<file path="config.mk">
export PLATFORM = sky130hd
export DESIGN_NAME = awm_outq
export DESIGN_NICKNAME = d
export VERILOG_FILES = /design/src/sv/awm_pkg.sv /design/src/sv/awm_outq.sv
export SDC_FILE = /design/constraint.sdc
export NUM_CORES = 1
export LEC_CHECK = 0
export BUFFER_PORTS_ARGS = -buffer_cell sky130_fd_sc_hd__buf_2
export CAP_MARGIN = 20
export CORE_UTILIZATION = 50
export CTS_CLUSTER_DIAMETER = 30
export DETAILED_ROUTE_END_ITERATION = 8
export GPL_TIMING_DRIVEN = 0
export PLACE_DENSITY = 0.71
export SYNTH_ARGS = -nofsm -noshare
export SYNTH_HDL_FRONTEND = slang
export SYNTH_SLANG_ARGS = --single-unit
export TNS_END_PERCENT = 10
</file>
<file path="constraint.sdc">
create_clock -name i_clk -period 2.4 [get_ports i_clk]
set_input_delay 0.48 -clock i_clk [delete_from_list [all_inputs] [get_ports i_clk]]
set_output_delay 0.48 -clock i_clk [all_outputs]
set_load 0.05 [all_outputs]
</file>
<file path="src/sv/awm_pkg.sv">
// Shared types and constants for the anagram window matcher.
// Holds the action codes, the stage control struct and the result struct.
// Depends on nothing; every other file of the block imports it.
package awm_pkg;

    localparam int SYMBOL_W = 8;
    localparam int ACTION_W = 2;
    localparam int RESULT_TOTAL_W = 32;

    localparam int Q_DEPTH = 4;
    localparam int Q_PTR_W = $clog2(Q_DEPTH);
    localparam int Q_CNT_W = $clog2(Q_DEPTH + 1);

    typedef enum logic [ACTION_W-1:0] {
        ACT_CLEAR   = 2'd0,
        ACT_PATTERN = 2'd1,
        ACT_TEXT    = 2'd2
    } t_action;

    typedef struct packed {
        logic valid;
        logic clear;
        logic pat_add;
        logic pat_full;
        logic txt_add;
        logic evict;
        logic win_full;
    } t_item_ctl;

    typedef struct packed {
        logic                      match;
        logic [RESULT_TOTAL_W-1:0] match_total;
        logic                      pattern_full;
    } t_result;

endpackage

</file>
<file path="src/sv/awm_outq.sv">
// Result queue of the anagram window matcher with a credit count of items in flight.
// Input ready is granted only while every accepted item has a queue slot waiting.
// Depends on awm_pkg.
module awm_outq
    import awm_pkg::*;
(
    input  logic    i_clk,
    input  logic    i_rst_n,
    input  logic    i_take,
    input  logic    i_push,
    input  t_result i_result,
    input  logic    i_out_ready,
    output logic    o_in_ready,
    output logic    o_out_valid,
    output t_result o_result
);

    t_result              r_q [Q_DEPTH];
    logic [Q_PTR_W-1:0]   r_wp, r_rp;
    logic [Q_CNT_W-1:0]   r_qn, n_qn;
    logic [Q_CNT_W-1:0]   r_credit, n_credit;
    logic                 pop;

    always_comb begin
        o_in_ready  = (r_credit < Q_CNT_W'(Q_DEPTH));
        o_out_valid = (r_qn != '0);
        o_result    = r_q[r_rp];
        pop         = o_out_valid && i_out_ready;
        n_credit    = r_credit + Q_CNT_W'(i_take) - Q_CNT_W'(pop);
        n_qn        = r_qn + Q_CNT_W'(i_push) - Q_CNT_W'(pop);
    end

    always_ff @(posedge i_clk) begin
        if (!i_rst_n) begin
            r_wp     <= '0;
            r_rp     <= '0;
            r_qn     <= '0;
            r_credit <= '0;
        end else begin
            r_qn     <= n_qn;
            r_credit <= n_credit;
            if (i_push) begin
                r_wp <= r_wp + Q_PTR_W'(1);
            end
            if (pop) begin
                r_rp <= r_rp + Q_PTR_W'(1);
            end
        end
    end

    always_ff @(posedge i_clk) begin
        if (i_push) begin
            r_q[r_wp] <= i_result;
        end
    end

endmodule
</file>
; ---- After elaboration in Yosys (flattened, before gate mapping)
; Memories as Yosys holds them, arrays and structs flattened. A register that Yosys moved wholly into a read port is not among the register bits.
; Cells that the tools add are included.
[word_totals]
ramBits = 136
input_bits = 39
ff_bits = 10
mem_bits_ro = 0
latchBits = 0
wordCells = 18
mem_count = 1
out_inout_bits = 36
[op_classes]
order_cmp = 1
mux = 4
n_bitwise = 0
div = 0
n_mul = 0
n_eq_ne = 0
addsub = 6
reduce_logical = 2
shift = 0
[mem_list]
columns = name, words, word_bits, read_ports, rd_ports_with_merged_regs, write_ports, line_no
row1 = r_q, 4, 34, 1, 1, 1, awm_outq.sv:18  ; t_result r_q [Q_DEPTH];
[ops]
columns = op, count
row1 = adder 3 x 1 -> 3 bit, 2
row2 = subtractor 3 x 1 -> 3 bit, 2
row3 = "adder 2 x 1 -> 2 bit, second input constant", 2
row4 = 2-to-1 mux 2 bit, 2
row5 = "< comparator 3 bit, second input constant", 1
row6 = nonzero test 3 bit, 1
row7 = 2-to-1 mux 1 bit, 2
row8 = logical AND 1 bit, 1

; ---- Depth between registers and ports, before layout
[depth]
ltp_word = 4
ltp_mapped = 8
depth_no_buf = 8

; ---- Least setup slack after synthesis
; Ideal clock, no wire load.
[synth_timing]
path_type = reg-to-reg
from = reg r_qn[1]
to = reg r_credit[2]
synth_period_minus_slack_ns = 2.123
t_required_ns = 2.285
t_arrival_ns = 2.008
stages_incl_launch_ff = 8
setup_slack_ns = 0.277
setup_ns = 0.115
n_path_buf = 0
path_cell_list = dfxtp_1 > o31a_1 > ha_1 > inv_1 > ha_1 > fa_1 > xnor3_1 > and2_1
[synth_between]
elab_chain_len = 3
[synth_lines]
columns = element, line_no
row1 = from (decl), awm_outq.sv:20  ; logic [Q_CNT_W-1:0] r_qn, n_qn;
row2 = from (signal assigned), awm_outq.sv:40  ; r_qn <= n_qn;
row3 = nonzero test 3 bit, awm_outq.sv:26  ; o_out_valid = (r_qn != '0);
row4 = logical AND 1 bit, awm_outq.sv:28  ; pop = o_out_valid && i_out_ready;
row5 = via pop, awm_outq.sv:22  ; logic pop;
row6 = subtractor 3 x 1 -> 3 bit, awm_outq.sv:29  ; n_credit = r_credit + Q_CNT_W'(i_take) - Q_CNT_W'(pop);
row7 = to (signal assigned), awm_outq.sv:41  ; r_credit <= n_credit;
row8 = to (decl), awm_outq.sv:21  ; logic [Q_CNT_W-1:0] r_credit, n_credit;
; The timed path passes the listed nets, and every way through them passes these cells.
; A chain may end at the register's enable or synchronous reset.

==> flow_metrics.env <==
export IMPL_fin_cells=489
export IMPL_ys_warnings_count=0
export IMPL_rsz0062_at_grt="true"
export IMPL_synth_cell_types=21
export IMPL_syn_area_um2=5590
export IMPL_clk_pin_slew_ns=0.06
export IMPL_power_net_switching_mw=2.35
export IMPL_pwr_share_seq=0.377
export IMPL_worst_pin_slew_ns=0.436
export IMPL_status="complete, no violations"
export IMPL_cts_tree="yes"
export IMPL_drv_cap=0
export IMPL_io_pins=75
export IMPL_power_frac_comb=0.279
export IMPL_ant_nets=0
export IMPL_slowest_stage="mux4_2"
export IMPL_power_internal_mw=5.81
export IMPL_gp_congestion=0.657
export IMPL_yosys_register_bits=148
export IMPL_setup_viol=0
export IMPL_wirelength_mm=9.23
export IMPL_clock_root_buffer="clkbuf_8"
export IMPL_grt_pass1_vias=2803
export IMPL_clock_sinks=148
export IMPL_drc_errors=0
export IMPL_switching_share=0.288
export IMPL_h_tree_depth=4
export IMPL_peakVddDrop_v=0.000694
export IMPL_hold_depth=1
export IMPL_post_route_period_util=0.985
export IMPL_grt_usage=0.173
export IMPL_wl_per_cell_um=18.9
export IMPL_p_total_mw=8.16
export IMPL_fp_dieArea_um2=11600
export IMPL_max_slew_margin=0.705
export IMPL_core_area_um2=10900
export IMPL_hp_class="in2reg"
export IMPL_num_vias=2579
export IMPL_via_per_inst=5.27
export IMPL_p_leak_nw=2.53
export IMPL_power_density_nw_per_um2=1140
export IMPL_finalWorstSetupSlack_ns=0.0370
export IMPL_critPathMostFrequentCell="buf_12"
export IMPL_initial_utilization=0.513
export IMPL_cts_hold_buf=0
export IMPL_arrival_ns=1.88
export IMPL_first_pass_iters=4
export IMPL_syn_avg_cell_area_um2=23.6
export IMPL_p_clk_frac=0.344
export IMPL_critPathMaxStageDelay_ns=0.53
export IMPL_area_delta_synth_final_pct=27.8
export IMPL_start_kind="register"
export IMPL_overflow=0
export IMPL_dpl_worst_slack_ns=0.124
export IMPL_syn_inst=237
export IMPL_fin_crit_ns=2.36
export IMPL_fin_util=0.656
export IMPL_antenna_found_initial=0
export IMPL_fmax_ghz=0.423
export IMPL_skew_ns=0.0107
export IMPL_grt_pass1_wl_mm=14.3
export IMPL_endpoint_kind="output port"
export IMPL_diodes=0
export IMPL_io_buffers=74
export IMPL_slew_violations=0
export IMPL_grt_max_degree=30
export IMPL_clk_latency_ns=0.51
export IMPL_holdWs_ns=0.185
export IMPL_die_w_um=108
export IMPL_crit_path_max_fanout=10
export IMPL_layout_drive_gt1_share=0.447
export IMPL_r2r_slack_ns=0.16
export IMPL_ys_seq_area_frac=0.774
export IMPL_nNetsFinal=385
export IMPL_finalHoldViolCount=0
export IMPL_drt_iter0_markers=89
export IMPL_critPathRequiredTime_ns=1.92
export IMPL_crit_type="reg2out"
export IMPL_crit_chain="buf_12 > buf_12 > mux4_2 > buf_6"
export IMPL_die_y_um=108
export IMPL_ff2ff_path_depth=7
export IMPL_rows=38
export IMPL_dp_cells=455
export IMPL_cts_buffer_depth=2
export IMPL_syn_num_nets=286
export IMPL_cts_buffers=17
## state kept, by name, indices dropped and copies added, names as in the netlist, named ones only
signal / count
r_qn: 3
r_rp: 2
r_wp: 2
r_q: 136
r_credit: 3
## cell families (layout without fill, tap and decap cells)
family | Yosys count | count (layout) | synth area share
simple gates | 17 | 17 | 0.0181
fa+ha+maj | 10 | 10 | 0.0251
compound gates | 2 | 2 | 0.00313
flops | 148 | 148 | 0.774
xor+xnor | 3 | 3 | 0.00963
mux | 38 | 38 | 0.147
buf+inv | 19 | 131 | 0.0235
## through the flow
step           TNS [ns]  area [µm²]
6_report              0        7140
5_1_grt          -0.543        7140
4_1_cts               0        6990
3_5_place_dp          0        6220
3_3_place_gp     -16.22        6130
2_1_floorplan         0        5590
## cell type report
cell class	instances	area, µm²
plain buffers	8	106
flip-flops and latches	148	4330
repair buffers	81	713
fillers	717	3740
multi-input cells	70	1140
clock buffers	17	414
well taps	140	175
inverters	10	37.5
clock inverters	15	229
## critical path, delay by kind of cell (launching register included)
| kind | cells | cell delay (ns) |
|---|---|---|
| multiplexers | 1 | 0.53 |
| flip-flops | 1 | 0.38 |
| buffers and inverters | 3 | 0.46 |
## path summary, 6_finish.rpt
path,from,endpoint
worst max-delay path,register,o_result[3]
worst min-delay path,i_result[25],r_q[0][25]$_DFFE_PP_
worst max register to register,r_qn[1]$_SDFF_PN0_,r_credit[2]$_SDFF_PN0_
worst min register to register,r_rp[1]$_SDFFE_PN0P_,register
## power by group through the flow
stage	combinational, mW	clock [mW]	sequential (mW)
2_1_floorplan	1.57	0	3.10
3_3_place_gp	1.92	0	3.11
3_5_place_dp	1.97	0	3.11
5_1_grt	2.42	2.99	3.10
6_report	2.28	2.80	3.08
4_1_cts	2.14	2.87	3.06
## timing repair
item                       CTS  global route
setup endpoints to repair   30            30
gates resized for setup     47            21
cloned                       0             3
hold endpoints to repair     0             0
setup buffers                0             0
## cell usage after synthesis
library cell | count | area share
mux4_2 | 30 | 0.12
and2_1 | 9 | 0.010
xor2_1 | 1 | 0.0016
mux2i_1 | 4 | 0.0072
buf_6 | 1 | 0.0020
fa_1 | 2 | 0.0072
nand2_1 | 2 | 0.0013
dfxtp_1 | 12 | 0.043
xnor3_1 | 2 | 0.0081
o31a_1 | 1 | 0.0016
buf_2 | 3 | 0.0027
inv_1 | 10 | 0.0067
o311ai_0 | 1 | 0.0016
or3_1 | 1 | 0.0011
mux4_1 | 4 | 0.019
nand2b_1 | 2 | 0.0022
nor2b_1 | 3 | 0.0034
clkbuf_1 | 2 | 0.0013
ha_1 | 8 | 0.018
buf_12 | 3 | 0.011
edfxtp_1 | 136 | 0.73
## layer usage
metal / part of all wire / up-vias / track usage
li1: - / 1175 / -
met1: 0.42 / 1329 / 0.207
met2: 0.53 / 71 / 0.289
met3: 0.047 / 4 / 0.0611
met4: 0.0057 / 0 / 0.0646
met5: 0 / - / 0
## placed cells by master (no fill, tap or decap), drive strengths merged, types with 2 or more instances in the layout
cell type,count
dfxtp,12
inv,12
and2,9
bufinv,5
xnor3,2
clkinvlp,4
fa,2
buf,85
nand2b,2
nand2,2
mux2i,4
clkbuf,21
clkinv,4
edfxtp,136
nor2b,3
ha,8
mux4,34
(Power assumes the default switching activity.)
