`config.mk`:
```
export PLATFORM = sky130hd
export DESIGN_NAME = awm_front
export DESIGN_NICKNAME = d
export VERILOG_FILES = /design/src/sv/awm_pkg.sv /design/src/sv/awm_front.sv
export SDC_FILE = /design/constraint.sdc
export NUM_CORES = 2
export LEC_CHECK = 0
export BUFFER_PORTS_ARGS = -buffer_cell sky130_fd_sc_hd__buf_4
export CAP_MARGIN = 20
export CELL_PAD_IN_SITES_DETAIL_PLACEMENT = 1
export CELL_PAD_IN_SITES_GLOBAL_PLACEMENT = 1
export CORE_MARGIN = 2
export CORE_UTILIZATION = 30
export CTS_CLUSTER_DIAMETER = 60
export DETAILED_ROUTE_END_ITERATION = 10
export PLACE_DENSITY = 0.49
export SLEW_MARGIN = 20
export SYNTH_ARGS = -nofsm -noshare
export SYNTH_HDL_FRONTEND = slang
export SYNTH_SLANG_ARGS = --single-unit
```
`constraint.sdc`:
```
create_clock -name i_clk -period 8.2 [get_ports i_clk]
set_input_delay 1.64 -clock i_clk [delete_from_list [all_inputs] [get_ports i_clk]]
set_output_delay 1.64 -clock i_clk [all_outputs]
set_load 0.01 [all_outputs]
```
`src/sv/awm_pkg.sv`:
```
// Shared types and constants for the anagram window matcher.
// Holds the action codes, the stage control struct and the result struct.
// Depends on nothing; every other file of the block imports it.
package awm_pkg;

    localparam int SYMBOL_W = 8;
    localparam int ACTION_W = 2;
    localparam int RESULT_TOTAL_W = 32;

    localparam int Q_DEPTH = 4;
    localparam int Q_PTR_W = $clog2(Q_DEPTH);
    localparam int Q_CNT_W = $clog2(Q_DEPTH + 1);

    typedef enum logic [ACTION_W-1:0] {
        ACT_CLEAR   = 2'd0,
        ACT_PATTERN = 2'd1,
        ACT_TEXT    = 2'd2
    } t_action;

    typedef struct packed {
        logic valid;
        logic clear;
        logic pat_add;
        logic pat_full;
        logic txt_add;
        logic evict;
        logic win_full;
    } t_item_ctl;

    typedef struct packed {
        logic                      match;
        logic [RESULT_TOTAL_W-1:0] match_total;
        logic                      pattern_full;
    } t_result;

endpackage

```
`src/sv/awm_front.sv`:
```
// Input stage of the anagram window matcher: pattern length, window fill and ring head.
// Holds the window ring memory and registers each accepted item with its control flags.
// Depends on awm_pkg.
module awm_front
    import awm_pkg::*;
#(
    parameter int MAX_PATTERN   = 256,
    parameter int ALPHABET_SIZE = 256
) (
    input  logic                             i_clk,
    input  logic                             i_rst_n,
    input  logic                             i_take,
    input  logic [ACTION_W-1:0]              i_action,
    input  logic [SYMBOL_W-1:0]              i_symbol,
    output t_item_ctl                        o_ctl,
    output logic [$clog2(ALPHABET_SIZE)-1:0] o_bin,
    output logic [$clog2(ALPHABET_SIZE)-1:0] o_tail_sym
);

    localparam int BIN_W  = $clog2(ALPHABET_SIZE);
    localparam int PLEN_W = $clog2(MAX_PATTERN + 1);
    localparam int HEAD_W = (MAX_PATTERN > 1) ? $clog2(MAX_PATTERN) : 1;
    localparam int SUM_W  = PLEN_W + 1;
    localparam int SYM_XW = SYMBOL_W + 1;

    logic [BIN_W-1:0]  r_ring [MAX_PATTERN];
    logic [PLEN_W-1:0] r_plen, n_plen;
    logic [PLEN_W-1:0] r_fill, n_fill;
    logic [HEAD_W-1:0] r_head, n_head;
    t_item_ctl         r_s1_ctl;
    logic [BIN_W-1:0]  r_s1_bin;
    logic [BIN_W-1:0]  r_tail_sym;

    t_item_ctl         item_ctl;
    logic [BIN_W-1:0]  bin;
    logic [PLEN_W-1:0] fill_inc;
    logic [SUM_W-1:0]  head_x;
    logic [SUM_W-1:0]  fill_x;
    logic [SUM_W-1:0]  tail_x;
    logic [HEAD_W-1:0] tail_addr;
    logic [HEAD_W-1:0] head_inc;
    logic              ring_we;

    always_comb begin
        if ({1'b0, i_symbol} >= SYM_XW'(ALPHABET_SIZE)) begin
            bin = BIN_W'(ALPHABET_SIZE - 1);
        end else begin
            bin = BIN_W'(i_symbol);
        end
    end

    always_comb begin
        head_x = SUM_W'(r_head);
        fill_x = SUM_W'(r_fill);
        if (head_x >= fill_x) begin
            tail_x = head_x - fill_x;
        end else begin
            tail_x = head_x + SUM_W'(MAX_PATTERN) - fill_x;
        end
        tail_addr = HEAD_W'(tail_x);
        if (r_head == HEAD_W'(MAX_PATTERN - 1)) begin
            head_inc = '0;
        end else begin
            head_inc = r_head + HEAD_W'(1);
        end
        fill_inc = r_fill + PLEN_W'(1);
    end

    always_comb begin
        item_ctl       = '0;
        item_ctl.valid = i_take;
        n_plen         = r_plen;
        n_fill         = r_fill;
        n_head         = r_head;
        ring_we        = 1'b0;
        case (t_action'(i_action))
            ACT_CLEAR: begin
                item_ctl.clear = 1'b1;
                n_plen         = '0;
                n_fill         = '0;
                n_head         = '0;
            end
            ACT_PATTERN: begin
                if (r_plen >= PLEN_W'(MAX_PATTERN)) begin
                    item_ctl.pat_full = 1'b1;
                end else begin
                    item_ctl.pat_add = 1'b1;
                    n_plen           = r_plen + PLEN_W'(1);
                end
            end
            ACT_TEXT: begin
                if (r_plen != '0) begin
                    item_ctl.txt_add = 1'b1;
                    ring_we          = 1'b1;
                    n_head           = head_inc;
                    if (r_fill == r_plen) begin
                        item_ctl.evict    = 1'b1;
                        item_ctl.win_full = 1'b1;
                    end else begin
                        n_fill            = fill_inc;
                        item_ctl.win_full = (fill_inc == r_plen);
                    end
                end
            end
            default: begin
            end
        endcase
    end

    always_ff @(posedge i_clk) begin
        if (!i_rst_n) begin
            r_plen   <= '0;
            r_fill   <= '0;
            r_head   <= '0;
            r_s1_ctl <= '0;
        end else begin
            r_s1_ctl <= i_take ? item_ctl : '0;
            if (i_take) begin
                r_plen <= n_plen;
                r_fill <= n_fill;
                r_head <= n_head;
            end
        end
    end

    always_ff @(posedge i_clk) begin
        r_s1_bin   <= bin;
        r_tail_sym <= r_ring[tail_addr];
        if (i_take && ring_we) begin
            r_ring[r_head] <= bin;
        end
    end

    assign o_ctl      = r_s1_ctl;
    assign o_bin      = r_s1_bin;
    assign o_tail_sym = r_tail_sym;

endmodule

```
## Word level (Yosys, flattened, before mapping)

Memory sizes are Yosys's and may differ from the RTL's. A register that Yosys moved wholly into a read port is not among the register bits.
Cells that the tools add are included.

| operators by class | value |
|---|---|
| add/sub/neg operators | 6 |
| $lt $le $gt $ge | 2 |
| eq/ne operators | 8 |
| muxes and demuxes | 22 |
| reduce and logical (&&, ||, !) cells | 12 |

Operators with widths:

| cell | count |
|---|---|
| one-hot mux 9 bit (2 select lines) | 2 |
| 2-to-1 mux 9 bit | 3 |
| 2-to-1 mux 8 bit | 3 |
| adder 9 x 1 -> 9 bit (second input constant) | 2 |
| == test 9 bit | 2 |
| adder 8 x 1 -> 8 bit (second input constant) | 2 |
| one-hot mux 8 bit (2 select lines) | 1 |
| subtractor 8 bit | 2 |
| AND reduction 3 bit | 4 |
| >= comparator 8 x 9 -> 1 bit | 1 |
| >= comparator 9 bit (second input constant) | 1 |
| 2-to-1 mux 1 bit | 9 |
| nonzero test 9 bit | 1 |
| == test 8 bit (second input constant) | 1 |
| AND reduction 4 bit | 2 |
| 2-to-1 mux 7 bit | 1 |
| 2-to-1 mux 3 bit | 2 |
| inequality test 2 bit (second input constant) | 3 |
| nonzero test 2 bit | 2 |
| == test 2 x 1 -> 1 bit (second input constant) | 1 |
| == test 2 bit (second input constant) | 1 |
| zero test 2 bit | 1 |
| 2-to-1 mux 2 bit | 1 |
| AND reduction 2 bit | 1 |
| logical AND 1 bit | 1 |

| word-level totals | value |
|---|---|
| bits in registers | 41 |
| RAM bits | 2048 |
| input port bits | 13 |
| output and inout bits | 23 |
| memories kept | 1 |

Memories:

| name | depth | bits a word | read ports | clocked after Yosys merged registers in | wr ports | line | source |
|---|---|---|---|---|---|---|---|
| r_ring | 256 | 8 | 1 | 1 | 1 | awm_front.sv:26 | `logic [BIN_W-1:0] r_ring [MAX_PATTERN];` |

## Logic depth before layout (Yosys ltp)

| logic depth | value |
|---|---|
| depth after elaboration | 6 |
| depth in mapped cells | 16 |

## Worst setup path after synthesis

Ideal clock, no wire load.

| timing path | value |
|---|---|
| path type | input-to-reg |
| start point | in i_action[1] |
| end point | mem r_ring[63][0] (netlist bit), enable pin |
| data arrival time | 3.496 ns |
| data required time | 7.830 ns |
| path slack | 4.334 ns |
| cell stages on the path | 7 |
| path buffers | 1 |
| cells stage by stage | nor2b_1 -> nand2_1 -> a21oi_1 -> nor3b_1 -> nand3_1 -> clkbuf_1 -> nor2_1 |

| between the ends | value |
|---|---|
| word-level cells in the longest chain between the ends | 5 |

Ends and longest elaborated chain:

| item | line | source |
|---|---|---|
| start, declared | awm_front.sv:13 | `input logic [ACTION_W-1:0] i_action,` |
| == test 2 bit | awm_front.sv:76 | `case (t_action'(i_action))` |
| 2-to-1 mux 1 bit | awm_front.sv:76 |  |
| logical AND 1 bit | awm_front.sv:129 | `if (i_take && ring_we) begin` |
| 2-to-1 mux 1 bit | awm_front.sv:129 |  |
| 2-to-1 mux 1 bit (implied by the code) | awm_front.sv:130 | `r_ring[r_head] <= bin;` |
| end, declared | awm_front.sv:26 |  |

No other way between the ends.

## Worst setup path in the final report

| timing path | value |
|---|---|
| start point | reg r_head[0] |
| end point | reg r_tail_sym[7], in the netlist o_tail_sym[7], read port of r_ring |

| between the ends | value |
|---|---|
| word-level cells in the longest chain between the ends | 3 |
| elaborated cells on any way between the ends | 5 |
| those cells by class | add/sub (3); order compare (1); mux (1) |

Ends and longest elaborated chain:

| item | line | source |
|---|---|---|
| start, declared | awm_front.sv:29 | `logic [HEAD_W-1:0] r_head, n_head;` |
| start signal, assigned | awm_front.sv:121 | `r_head <= n_head;` |
| adder 8 x 1 -> 8 bit | awm_front.sv:58 | `tail_x = head_x + SUM_W'(MAX_PATTERN) - fill_x;` |
| subtractor 8 bit | awm_front.sv:58 |  |
| 2-to-1 mux 8 bit * | awm_front.sv:55 | `if (head_x >= fill_x) begin` |
| end, declared | awm_front.sv:32 | `logic [BIN_W-1:0] r_tail_sym;` |

Every way passes the cells marked *; elsewhere a longest branch is shown, timed or not.
A chain may end at the register's enable or synchronous reset.

==> run metrics <==
Seq pwr share=52.1%; leakage=0.0287 µW; dpl ws=2.89 ns; first-pass GRT wire length=329000 µm; clk sink count=2097; Final Skew=0.0395 ns; Final Cycle Share=61.1%; CTS Buf Count=224; Hold Startpoint=r_fill[8]; # IOs=36; Startpoint Class=register; Synth Area per Inst=20.8 µm²; Slew HR=30.4%; vias in the first global route=41900; fmax=200 MHz; post-cts sizing count=0; NumNets Final=4070; via-per-instance ratio=5.04; Tmin final=5.01 ns; RR Startpoint=r_head[0]; Die X=526 µm; DRC viols=0; synth top area cells=edfxtp_1 75%, mux4_2 15%, nor2_1 1.5%; setup ws final=3.19 ns; post-route ant nets=0; DRT iter0 DRCs=3782; Area growth, synth to finish=15.1%; Min-Delay Path Class=reg -> reg; Worst Setup End Kind=register; sequential share of the synthesized area=76.5%; switching pwr=4680 µW; Critical Path RT=8.95 ns; CTS tree=done; Worst Reg-to-Reg Cells=11; Clk pin slew, worst setup/hold paths=0.06 ns; dpl hpwl=133000 µm; fin util=34.7%; Final Non-Filler Cells=7806; share of layout cells above drive strength 1=24.7%; Hold Path Sink=r_fill[8]; hold-fix buffers at CTS=0; Initial Util=30.2%; std cell rows=191; Sw Ratio=20.7%; unrepaired setup endpoints after global routing=false; Syn Inst Count=3935; DR pass1 iterations=7; CP Class=reg -> reg; max-slew violations=0; clk root buf=clkbuf_16; Vias=39300; Hold Vio Cnt, Final=0; synth warn=0; Int Pwr=17900 µW; Main synth FF type=edfxtp_1; number of port buffers=35; Mapped Nets=3963; leading area contributor after synthesis=edfxtp_1; Post-CTS Setup Inserts=0; CTS Buffer Depth=3; r2r endpoint=o_tail_sym[7]; hold depth=2; clk_lat worst skew=0.87 ns; largest net degree at the start of global routing=162; max_cap viols=0; Critical Path AT=5.76 ns; register bit total from synthesis=2097; r2r setup slk=3.19 ns; DP Cell Count=7384; peak supply drop=182 µV; top cell type's share of synthesized area=75.3%; clock share of power=46.2%; RePlAce Congestion=0.769; H-tree level count=4; Chip Height=526 µm; Least-Margin Pin Slew=1.04 ns; combinational share of power=1.8%; DIE AREA=277000 µm²; worst hold slack=0.514 ns; count of cell types in the netlist=62; Mapped Area=81700 µm²; final setup TNS=0 ns; pwr dens=240 nW/µm²; DRT Wirelength=230000 µm; setup violators final=0; routed len/inst=29.5 µm; EDFF count, synth=2048; asr flop ratio synth=0%; placeable core region=271000 µm²; largest fanout on the critical path=67; gr ovfl total=0; initial antenna violation count=12; status=finished clean; total global-route track usage=16.5%
## logic make-up (layout without fill, tap and decap cells)
logic type / count (synthesis) / in the layout / share of synthesized area [%]
compound gates: 196 / 196 / 1.67
xor+xnor: 34 / 34 / 0.387
fa+ha+maj: 15 / 15 / 0.239
buf+inv: 246 / 544 / 1.33
flops: 2097 / 2097 / 76.5
mux: 594 / 594 / 15.8
other cells: 0 / 3 / 0
simple gates: 753 / 753 / 4.09
## cells in the mapped netlist, types with 18 or more instances
| library cell | n |
|---|---|
| inv_1 | 18 |
| xor2_1 | 24 |
| buf_2 | 75 |
| nand3_1 | 93 |
| o21ai_0 | 26 |
| o31ai_1 | 19 |
| clkbuf_1 | 121 |
| mux4_2 | 558 |
| edfxtp_1 | 2048 |
| nand2_1 | 197 |
| nor3_1 | 31 |
| and3_1 | 22 |
| mux2i_1 | 34 |
| nor2_1 | 326 |
| o22ai_1 | 34 |
| dfxtp_1 | 49 |
## final cells by class
| type | instances | area (µm²) |
|---|---|---|
| Multi-Input combinational cell | 1592 | 18300 |
| Fill cell | 26300 | 177000 |
| Sequential cell | 2097 | 62500 |
| Timing Repair Buffer | 109 | 1110 |
| Inverter | 18 | 67.6 |
| Clock inverter | 144 | 1690 |
| Clock buffer | 273 | 5890 |
| Tap cell | 3570 | 4470 |
| Antenna cell | 3 | 7.51 |
## power by group through the flow
stage | Clock, µW | Sequential [µW] | Combinational (µW)
3_3_place_gp | 0 | 12000 | 411
6_report | 10400 | 11800 | 400
5_1_grt | 11100 | 11800 | 435
3_5_place_dp | 0 | 12000 | 419
4_1_cts | 10700 | 11800 | 418
2_1_floorplan | 0 | 12000 | 134
## layout by cell type (no fill, tap or decap), types with 16 or more instances in the layout
| master | Yosys | layout |
|---|---|---|
| dfxtp_1 | 49 | 49 |
| o21ai_0 | 26 | 26 |
| inv_1 | 18 | 18 |
| nand3_1 | 93 | 89 |
| nor2_1 | 326 | 326 |
| mux4_2 | 558 | 558 |
| mux2i_1 | 34 | 34 |
| edfxtp_1 | 2048 | 2048 |
| a22oi_1 | 16 | 16 |
| clkbuf_16 | 0 | 226 |
| o22ai_1 | 34 | 34 |
| clkinv_2 | 0 | 40 |
| nand2_1 | 197 | 184 |
| xor2_1 | 24 | 22 |
| buf_12 | 0 | 18 |
| o31ai_1 | 19 | 19 |
| a31oi_1 | 17 | 17 |
| bufinv_16 | 0 | 29 |
| or3_1 | 17 | 17 |
| and2_1 | 17 | 17 |
| nor3_1 | 31 | 29 |
| buf_4 | 13 | 80 |
| and3_1 | 22 | 22 |
| clkinv_1 | 0 | 38 |
| clkbuf_1 | 121 | 41 |
## worst max path at each step
stage / endpoint / startpoint / cells past startpoint / slack [ns]
finish: o_tail_sym[7] / r_head[0] / 11 / 3.19
global route: o_tail_sym[6] / r_head[0] / 12 / 3.03
CTS: o_tail_sym[6] / r_head[0] / 12 / 3.13
detailed placement: r_ring[176][2] / i_action[0] / 9 / 2.89
global placement: r_ring[36][6] / i_action[0] / 8 / 2.43
floorplan: r_ring[63][0] / i_action[1] / 7 / 4.33
## stage by stage
step                      cell area [µm²]  power, µW
after floorplan                     81700      12100
after global placement              86400      12400
after detailed placement            86400      12400
after CTS                           94000      22800
after global routing                94000      23300
final                               94000      22600
## per-layer routing
layer / global-route usage, % / up-vias / wire length [µm]
li1: - / 16500 / -
met1: 24.3 / 21600 / 107000
met2: 25.5 / 942 / 106000
met3: 2.90 / 262 / 12500
met4: 3.64 / 0 / 4280
met5: 0 / - / 0
## critical path, cell delays in order, from the launching register on
cell and delay, ns:
dfxtp_1 0.35, inv_1 0.21, ha_4 0.17, inv_1 0.05
fa_4 0.97, buf_12 0.40, mux4_2 0.42, mux4_2 0.52
and2_1 0.18, a211oi_1 0.80, a31oi_1 0.40, and4_1 0.35
## flip-flops by register name, indices dropped and copies added (netlist names)
register    flops
o_ctl           7
r_fill          9
o_bin           8
r_head          8
o_tail_sym      8
r_ring       2048
r_plen          9
(Power assumes the default switching activity.)
